==> src/sv/sse_pkg.sv <==
`default_nettype none
package sse_pkg;

  // store geometry
  localparam int MAX_ITEMS = 64;
  localparam int AW        = $clog2(MAX_ITEMS);
  localparam int CW        = AW + 1;

  // config port
  localparam int CFG_AW    = 3;
  localparam int CFG_DW    = 32;
  localparam logic REG_DESCENDING = 1'b0;

  typedef struct packed {
    logic signed [31:0] value;
    logic               is_last;
  } in_word_t;

  typedef struct packed {
    logic signed [31:0] sorted_value;
    logic               is_last_res;
    logic               overflowed;
  } out_word_t;

  // microcode step addresses
  localparam int PCW = 4;
  localparam logic [PCW-1:0] ST_LOAD     = 4'd0;
  localparam logic [PCW-1:0] ST_GINIT    = 4'd1;
  localparam logic [PCW-1:0] ST_GTEST    = 4'd2;
  localparam logic [PCW-1:0] ST_JINIT    = 4'd3;
  localparam logic [PCW-1:0] ST_RDJ      = 4'd4;
  localparam logic [PCW-1:0] ST_HOLD     = 4'd5;
  localparam logic [PCW-1:0] ST_CMP      = 4'd6;
  localparam logic [PCW-1:0] ST_MOVE     = 4'd7;
  localparam logic [PCW-1:0] ST_PUT      = 4'd8;
  localparam logic [PCW-1:0] ST_GNEXT    = 4'd9;
  localparam logic [PCW-1:0] ST_EMIT_RD  = 4'd10;
  localparam logic [PCW-1:0] ST_EMIT_OUT = 4'd11;
  localparam logic [PCW-1:0] ST_DONE     = 4'd12;

  // wait conditions: the step holds until its condition is met
  localparam logic [1:0] WT_NONE     = 2'd0;
  localparam logic [1:0] WT_IN_LAST  = 2'd1;
  localparam logic [1:0] WT_OUT_FREE = 2'd2;

  // jump conditions
  localparam logic [2:0] JC_NONE      = 3'd0;
  localparam logic [2:0] JC_ALWAYS    = 3'd1;
  localparam logic [2:0] JC_GAP_ZERO  = 3'd2;
  localparam logic [2:0] JC_K_GE_N    = 3'd3;
  localparam logic [2:0] JC_NOT_AFTER = 3'd4;
  localparam logic [2:0] JC_KN_LT_N   = 3'd5;
  localparam logic [2:0] JC_J_NZ      = 3'd6;
  localparam logic [2:0] JC_NOT_LAST  = 3'd7;

  // store read address select
  localparam logic [1:0] RS_J  = 2'd0;
  localparam logic [1:0] RS_K  = 2'd1;
  localparam logic [1:0] RS_KN = 2'd2;
  localparam logic [1:0] RS_I  = 2'd3;

  typedef struct packed {
    logic [1:0]     wait_c;
    logic [2:0]     jmp_c;
    logic [PCW-1:0] tgt;
    logic [1:0]     rd_sel;
    logic           in_rdy;
    logic           gap_init;
    logic           gap_shift;
    logic           j_init;
    logic           j_dec;
    logic           k_from_j;
    logic           k_step;
    logic           held_ld;
    logic           wr_move;
    logic           wr_held;
    logic           out_ld;
    logic           i_inc;
    logic           i_clr;
    logic           cnt_clr;
  } ctl_t;

  typedef struct packed {
    logic in_last_acc;
    logic out_free;
    logic gap_zero;
    logic k_ge_n;
    logic not_after;
    logic kn_lt_n;
    logic j_nz;
    logic not_last;
  } stat_t;

endpackage
`default_nettype wire

==> src/sv/sse_seq.sv <==
`default_nettype none
module sse_seq (
  input  wire logic          clk,
  input  wire logic          rst_n,
  input  wire sse_pkg::stat_t stat,
  output sse_pkg::ctl_t       ctl,
  output logic                go,
  output logic [sse_pkg::PCW-1:0] pc
);
  import sse_pkg::*;

  logic [PCW-1:0] pc_r, pc_nxt;
  logic           jmp;

  // control store
  function automatic ctl_t ucode(input logic [PCW-1:0] a);
    ctl_t c;
    c = '0;
    unique case (a)
      ST_LOAD: begin
        c.wait_c = WT_IN_LAST;
        c.in_rdy = 1'b1;
      end
      ST_GINIT: begin
        c.gap_init = 1'b1;
        c.i_clr    = 1'b1;
      end
      ST_GTEST: begin
        c.jmp_c = JC_GAP_ZERO;
        c.tgt   = ST_EMIT_RD;
      end
      ST_JINIT: c.j_init = 1'b1;
      ST_RDJ: begin
        c.rd_sel   = RS_J;
        c.k_from_j = 1'b1;
      end
      ST_HOLD: begin
        c.held_ld = 1'b1;
        c.rd_sel  = RS_K;
        c.jmp_c   = JC_K_GE_N;
        c.tgt     = ST_PUT;
      end
      ST_CMP: begin
        c.rd_sel = RS_K;
        c.jmp_c  = JC_NOT_AFTER;
        c.tgt    = ST_PUT;
      end
      ST_MOVE: begin
        c.wr_move = 1'b1;
        c.k_step  = 1'b1;
        c.rd_sel  = RS_KN;
        c.jmp_c   = JC_KN_LT_N;
        c.tgt     = ST_CMP;
      end
      ST_PUT: begin
        c.wr_held = 1'b1;
        c.j_dec   = 1'b1;
        c.jmp_c   = JC_J_NZ;
        c.tgt     = ST_RDJ;
      end
      ST_GNEXT: begin
        c.gap_shift = 1'b1;
        c.jmp_c     = JC_ALWAYS;
        c.tgt       = ST_GTEST;
      end
      ST_EMIT_RD: c.rd_sel = RS_I;
      ST_EMIT_OUT: begin
        c.wait_c = WT_OUT_FREE;
        c.rd_sel = RS_I;
        c.out_ld = 1'b1;
        c.i_inc  = 1'b1;
        c.jmp_c  = JC_NOT_LAST;
        c.tgt    = ST_EMIT_RD;
      end
      ST_DONE: begin
        c.cnt_clr = 1'b1;
        c.jmp_c   = JC_ALWAYS;
        c.tgt     = ST_LOAD;
      end
      default: begin
        c.jmp_c = JC_ALWAYS;
        c.tgt   = ST_LOAD;
      end
    endcase
    return c;
  endfunction

  assign ctl = ucode(pc_r);
  assign pc  = pc_r;

  always_comb begin
    unique case (ctl.wait_c)
      WT_NONE:     go = 1'b1;
      WT_IN_LAST:  go = stat.in_last_acc;
      WT_OUT_FREE: go = stat.out_free;
      default:     go = 1'b1;
    endcase
  end

  always_comb begin
    unique case (ctl.jmp_c)
      JC_NONE:      jmp = 1'b0;
      JC_ALWAYS:    jmp = 1'b1;
      JC_GAP_ZERO:  jmp = stat.gap_zero;
      JC_K_GE_N:    jmp = stat.k_ge_n;
      JC_NOT_AFTER: jmp = stat.not_after;
      JC_KN_LT_N:   jmp = stat.kn_lt_n;
      JC_J_NZ:      jmp = stat.j_nz;
      JC_NOT_LAST:  jmp = stat.not_last;
      default:      jmp = 1'b0;
    endcase
  end

  always_comb begin
    priority if (!go) begin
      pc_nxt = pc_r;
    end else if (jmp) begin
      pc_nxt = ctl.tgt;
    end else begin
      pc_nxt = pc_r + 1'b1;
    end
  end

  always_ff @(posedge clk) begin
    if (!rst_n) begin
      pc_r <= ST_LOAD;
    end else begin
      pc_r <= pc_nxt;
    end
  end

endmodule
`default_nettype wire

==> src/sv/shell_sort_engine_core.sv <==
`default_nettype none
// shell sort engine: collects a set of signed 32-bit words, sorts them in place
// with halving gaps (n/2, n/4 ... 1, one gapped insertion pass per gap) and
// streams them back in order
// - input channel (in_valid/in_ready/in_data): one word per cycle while loading;
//   a word with is_last set closes the set; words past 64 are dropped and the
//   run is flagged as overflowed (a dropped last word still closes the set)
// - output channel (out_valid/out_ready/out_data): n words in sorted order,
//   is_last_res on the final one, overflowed constant over the run
// - config port (APB): bit 0 of the register at byte address 0 selects
//   descending order; write it only while the block is idle
// - sort: runs from a microcoded control store over a store with one write
//   and one registered read port; each insertion start reads, holds, compares
//   and puts back its word, each shifted word is moved and compared again;
//   each output word is read from the store, then loaded into the output
//   register, and a final step closes the run
// - in_ready is low from the last word of a set until the run is handed off;
//   a stalled receiver holds the output register and the sequencer waits
// - reset clears the count, overflow flag, output valid and sort order;
//   store contents are not cleared
module shell_sort_engine_core (
  input  wire logic                          clk,
  input  wire logic                          rst_n,
  // input channel
  input  wire logic                          in_valid,
  output logic                               in_ready,
  input  wire sse_pkg::in_word_t             in_data,
  // result channel
  output logic                               out_valid,
  input  wire logic                          out_ready,
  output sse_pkg::out_word_t                 out_data,
  // config port
  input  wire logic                          psel,
  input  wire logic                          penable,
  input  wire logic                          pwrite,
  input  wire logic [sse_pkg::CFG_AW-1:0]    paddr,
  input  wire logic [sse_pkg::CFG_DW-1:0]    pwdata,
  output logic      [sse_pkg::CFG_DW-1:0]    prdata,
  output logic                               pready
);
  import sse_pkg::*;

  ctl_t           ctl;
  stat_t          stat;
  logic           go;
  logic [PCW-1:0] pc;

  // set state
  logic [CW-1:0]  count_r, count_nxt;
  logic           ovf_r, ovf_nxt;
  logic           desc_r;

  // sort registers
  logic [AW-1:0]  gap_r;       // n/2 fits since n <= MAX_ITEMS
  logic [AW-1:0]  j_r;         // insertion start index
  logic [CW-1:0]  k_r;         // probe index, may run one gap past n
  logic [CW-1:0]  kn;          // next probe index
  logic [AW-1:0]  i_r;         // output index
  logic signed [31:0] held_r;

  // store
  logic signed [31:0] store_mem [MAX_ITEMS];
  logic signed [31:0] rd_q;
  logic [AW-1:0]      rd_addr, wr_addr;
  logic signed [31:0] wr_data;
  logic               wr_en;

  // output register
  logic      out_valid_r;
  out_word_t out_word_r;

  logic in_acc, cfg_wr, goes_after;
  logic [AW-1:0] last_idx;

  sse_seq u_seq (
    .clk   (clk),
    .rst_n (rst_n),
    .stat  (stat),
    .ctl   (ctl),
    .go    (go),
    .pc    (pc)
  );

  // ---------------- config port ----------------
  assign pready = 1'b1;
  assign cfg_wr = psel && penable && pwrite;
  assign prdata = (paddr[CFG_AW-1] == REG_DESCENDING) ? {{(CFG_DW-1){1'b0}}, desc_r}
                                                       : '0;

  always_ff @(posedge clk) begin
    if (!rst_n) begin
      desc_r <= 1'b0;
    end else if (cfg_wr && paddr[CFG_AW-1] == REG_DESCENDING) begin
      desc_r <= pwdata[0];
    end
  end

  // ---------------- loading ----------------
  assign in_ready = ctl.in_rdy;
  assign in_acc   = in_valid && in_ready;
  assign last_idx = AW'(count_r - 1'b1);

  always_comb begin
    count_nxt = count_r;
    ovf_nxt   = ovf_r;
    if (in_acc) begin
      if (count_r < CW'(MAX_ITEMS)) begin
        count_nxt = count_r + 1'b1;
      end else begin
        ovf_nxt = 1'b1;
      end
    end
    if (ctl.cnt_clr) begin
      count_nxt = '0;
      ovf_nxt   = 1'b0;
    end
  end

  always_ff @(posedge clk) begin
    if (!rst_n) begin
      count_r <= '0;
      ovf_r   <= 1'b0;
    end else begin
      count_r <= count_nxt;
      ovf_r   <= ovf_nxt;
    end
  end

  // ---------------- status to sequencer ----------------
  assign kn         = k_r + {1'b0, gap_r};
  assign goes_after = desc_r ? (held_r < rd_q) : (held_r > rd_q);

  always_comb begin
    stat.in_last_acc = in_acc && in_data.is_last;
    stat.out_free    = !out_valid_r || out_ready;
    stat.gap_zero    = (gap_r == '0);
    stat.k_ge_n      = (k_r >= count_r);
    stat.not_after   = !goes_after;
    stat.kn_lt_n     = (kn < count_r);
    stat.j_nz        = (j_r != '0);
    stat.not_last    = (i_r != last_idx);
  end

  // ---------------- sort datapath ----------------
  always_ff @(posedge clk) begin
    if (go) begin
      if (ctl.gap_init)  gap_r <= count_r[CW-1:1];
      if (ctl.gap_shift) gap_r <= gap_r >> 1;
      if (ctl.j_init)    j_r   <= AW'(count_r - {1'b0, gap_r} - 1'b1);
      if (ctl.j_dec)     j_r   <= j_r - 1'b1;
      if (ctl.k_from_j)  k_r   <= {1'b0, j_r} + {1'b0, gap_r};
      if (ctl.k_step)    k_r   <= kn;
      if (ctl.held_ld)   held_r <= rd_q;
      if (ctl.i_clr)     i_r   <= '0;
      if (ctl.i_inc)     i_r   <= i_r + 1'b1;
    end
  end

  // store ports: one write, one registered read
  always_comb begin
    unique case (ctl.rd_sel)
      RS_J:    rd_addr = j_r;
      RS_K:    rd_addr = k_r[AW-1:0];
      RS_KN:   rd_addr = kn[AW-1:0];
      RS_I:    rd_addr = i_r;
      default: rd_addr = i_r;
    endcase
  end

  always_comb begin
    wr_en   = 1'b0;
    wr_addr = AW'(k_r - {1'b0, gap_r});
    wr_data = held_r;
    priority if (in_acc && count_r < CW'(MAX_ITEMS)) begin
      wr_en   = 1'b1;
      wr_addr = count_r[AW-1:0];
      wr_data = in_data.value;
    end else if (go && ctl.wr_move) begin
      wr_en   = 1'b1;
      wr_data = rd_q;
    end else if (go && ctl.wr_held) begin
      wr_en   = 1'b1;
    end else begin
      wr_en   = 1'b0;
    end
  end

  always_ff @(posedge clk) begin
    if (wr_en) begin
      store_mem[wr_addr] <= wr_data;
    end
    rd_q <= store_mem[rd_addr];
  end

  // ---------------- output register ----------------
  always_ff @(posedge clk) begin
    if (!rst_n) begin
      out_valid_r <= 1'b0;
    end else if (go && ctl.out_ld) begin
      out_valid_r <= 1'b1;
    end else if (out_ready) begin
      out_valid_r <= 1'b0;
    end
  end

  always_ff @(posedge clk) begin
    if (go && ctl.out_ld) begin
      out_word_r.sorted_value <= rd_q;
      out_word_r.is_last_res  <= !stat.not_last;
      out_word_r.overflowed   <= ovf_r;
    end
  end

  assign out_valid = out_valid_r;
  assign out_data  = out_word_r;

  // ---------------- checks ----------------
  a_count_range: assert property (@(posedge clk) disable iff (!rst_n)
    count_r <= CW'(MAX_ITEMS))
    else $error("element count past capacity");

  a_last_starts_sort: assert property (@(posedge clk) disable iff (!rst_n)
    in_acc && in_data.is_last |=> pc == ST_GINIT)
    else $error("last word did not start the sort");

  a_move_in_range: assert property (@(posedge clk) disable iff (!rst_n)
    pc == ST_MOVE |-> k_r < count_r && k_r >= {1'b0, gap_r})
    else $error("shift outside the loaded set");

  a_run_closes: assert property (@(posedge clk) disable iff (!rst_n)
    pc == ST_DONE |=> count_r == '0 && !ovf_r && pc == ST_LOAD)
    else $error("run did not close cleanly");

endmodule
`default_nettype wire

==> config.mk <==
export PLATFORM = sky130hd
export DESIGN_NAME = shell_sort_engine_core
export DESIGN_NICKNAME = d
export VERILOG_FILES = /design/src/sv/sse_pkg.sv /design/src/sv/sse_seq.sv /design/src/sv/shell_sort_engine_core.sv
export SDC_FILE = /design/constraint.sdc
export NUM_CORES = 2
export LEC_CHECK = 0
export ABC_CLOCK_PERIOD_IN_PS = 14300
export BUFFER_PORTS_ARGS = -buffer_cell sky130_fd_sc_hd__buf_4
export CELL_PAD_IN_SITES_DETAIL_PLACEMENT = 1
export CELL_PAD_IN_SITES_GLOBAL_PLACEMENT = 1
export CORE_ASPECT_RATIO = 0.8
export CORE_MARGIN = 3
export CORE_UTILIZATION = 57
export DETAILED_ROUTE_END_ITERATION = 6
export PLACE_DENSITY_LB_ADDON = 0.15
export SETUP_SLACK_MARGIN = 0.4
export SYNTH_ARGS = -nofsm -noshare
export SYNTH_HDL_FRONTEND = slang
export SYNTH_HIERARCHICAL = 1
export SYNTH_SLANG_ARGS = --single-unit
==> constraint.sdc <==
create_clock -name clk -period 14.3 [get_ports clk]
set_clock_uncertainty 0.05 [all_clocks]
set_input_delay 1.43 -clock clk [delete_from_list [all_inputs] [get_ports clk]]
set_output_delay 1.43 -clock clk [all_outputs]
set_load 0.03 [all_outputs]
==> results.txt <==
Status -> finished with violations
Failing checks -> max-capacitance violations
HPWL Detailed -> 155 mm
Die H -> 357 µm
PwrDens -> 168 nW/µm²
Avg Inst Size Synth -> 13.8 µm²
Critical path startpoint -> u_seq/pc[2]
Fmax -> 143 MHz
H-tree depth -> 4
Synth warnings -> 6
Max-slew violation count -> 0
Die extent in x -> 445 µm
Final worst-path cycle share -> 0.487
Cts repair resizes -> 0
CTS tree -> yes
Total CTS buffers -> 205
Clock slew at the register clock pins of the worst setup and hold paths -> 0.07 ns
VDD IR max -> 0.000119 V
RSZ-0062 raised after global routing -> no
Leakage -> 33.2 nW
Drt wl/cell -> 32.3 µm
Overall Global Routing Usage -> 0.348
Clock Latency Late Sink -> 0.85 ns
Hold Vio Cnt, Final -> 0
Synth Instances -> 6393
CTS root buffer -> clkbuf_16
Worst-path fanout max -> 165
Power Total -> 16.4 mW
Drt via density -> 6.65
Leading cell type in the layout, fill and taps excluded -> edfxtp_1
Vias in the first global route -> 60000
HP Start -> ovf_r
Initial DRC count -> 7814
Post-route ant nets -> 0
Worst Setup Path Type -> flop to flop
Critical path capture point type -> flop
Area of the mapped netlist -> 88000 µm²
Die Footprint -> 159000 µm²
WP data arrival -> 7.68 ns
GRT overflow -> 0
WHS -> 0.442 ns
CP startpoint kind -> flop
Pin count of the biggest net entering global routing -> 185
Sink Count -> 2185
Initial antenna violation count -> 24
Dpl ws -> 7.58 ns
Final WS setup -> 7.33 ns
Max-Cap Viols -> 1
Starting density of the core -> 0.576
Final Wtd Congestion -> 0.867
Core area -> 153000 µm²
Nets@finish -> 6616
Setup Total Neg Slack -> 0 ns
Rows -> 128
Router iterations before antenna repair -> 6
Tmin final -> 6.97 ns
Port Buf Inserts -> 78
Commonest cells after routing, fill and taps aside -> edfxtp_1 (2139), nand2_1 (1648), nand3_1 (544), buf_4 (245), mux2i_1 (213)
Post-CTS Hold Fix Bufs -> 0
FF-to-FF Start -> u_seq/pc[2]
Share of layout cells above drive strength 1 -> 0.105
Routed via count -> 57500
Relative slew slack -> 0.00288
HP Class -> flop to flop
Slew @ Worst Pin -> 1.48 ns
First-pass GRT wire length -> 402 mm
Area delta synth->final -> 11.4%
Req. time, crit path -> 15.01 ns
Clock Tree Buf Depth -> 3
Setup Fix Bufs, Post-CTS -> 0
WL final -> 279 mm
Ports -> 144
# setup viols final -> 0
DRC viols -> 0
-- where the power goes --
group / internal [mW] / leakage [nW] / switching [mW]
Sequential: 7.78 / 19.7 / 0.156
Clock: 2.90 / 3.10 / 2.39
Combinational: 0.732 / 10.5 / 2.48
-- worst max-delay path, stage by stage, from the launching register on --
cell and delay (ns):
dfxtp_1 0.70, nor2b_1 0.31, nand2_1 0.14, nand2_1 0.60, mux2_2 0.42, a22oi_1 0.28
and3b_4 0.69, buf_4 0.75, buf_12 0.59, nand3_1 0.17, nand4_1 0.15, nand4_1 0.25
a2111oi_2 1.18, a32o_1 0.30
-- stage by stage --
step                area [µm²]  instances  utilization
finish                   98100       8646        0.642
global route             98100       8640        0.642
CTS                      98100       8639        0.642
detailed placement       91700       8267        0.600
global placement         91700       8267        0.600
floorplan                88100       6423            -
-- flip-flops by register name, summed over array words and instances, names as in the netlist, 4 cells and up --
signal and flops:
i_r 6, count_r 7, gap_r 6, held_r 32
store_mem 2048, j_r 6, u_seq/pc 4, rd_q 32
k_r 7, out_data 34
-- per-layer routing --
| layer | global-route usage | up-vias | wire, µm |
|---|---|---|---|
| li1 | - | 23900 | - |
| met1 | 0.467 | 29700 | 107000 |
| met2 | 0.562 | 3198 | 132000 |
| met3 | 0.0729 | 672 | 28200 |
| met4 | 0.138 | 14 | 11800 |
| met5 | 0 | - | 99 |
-- final timing paths --
check	end	slack, ns	depth (start not counted)
worst max-delay path	rd_q[17]	7.33	13
worst min-delay path	out_data[0]	0.44	0
worst max register to register	rd_q[17]	7.33	13
worst min register to register	out_data[0]	0.44	0
-- cell type report --
| cell class | instances | area [µm²] |
|---|---|---|
| timing repair buffer | 256 | 2060 |
| tap | 2015 | 2520 |
| antenna | 7 | 17.5 |
| clock buffer | 279 | 5560 |
| sequential | 2185 | 65200 |
| clock inverter | 93 | 796 |
| inverter | 76 | 285 |
| fill | 14000 | 54700 |
| multi-input combinational | 3735 | 21700 |
(Power assumes the default switching activity.)
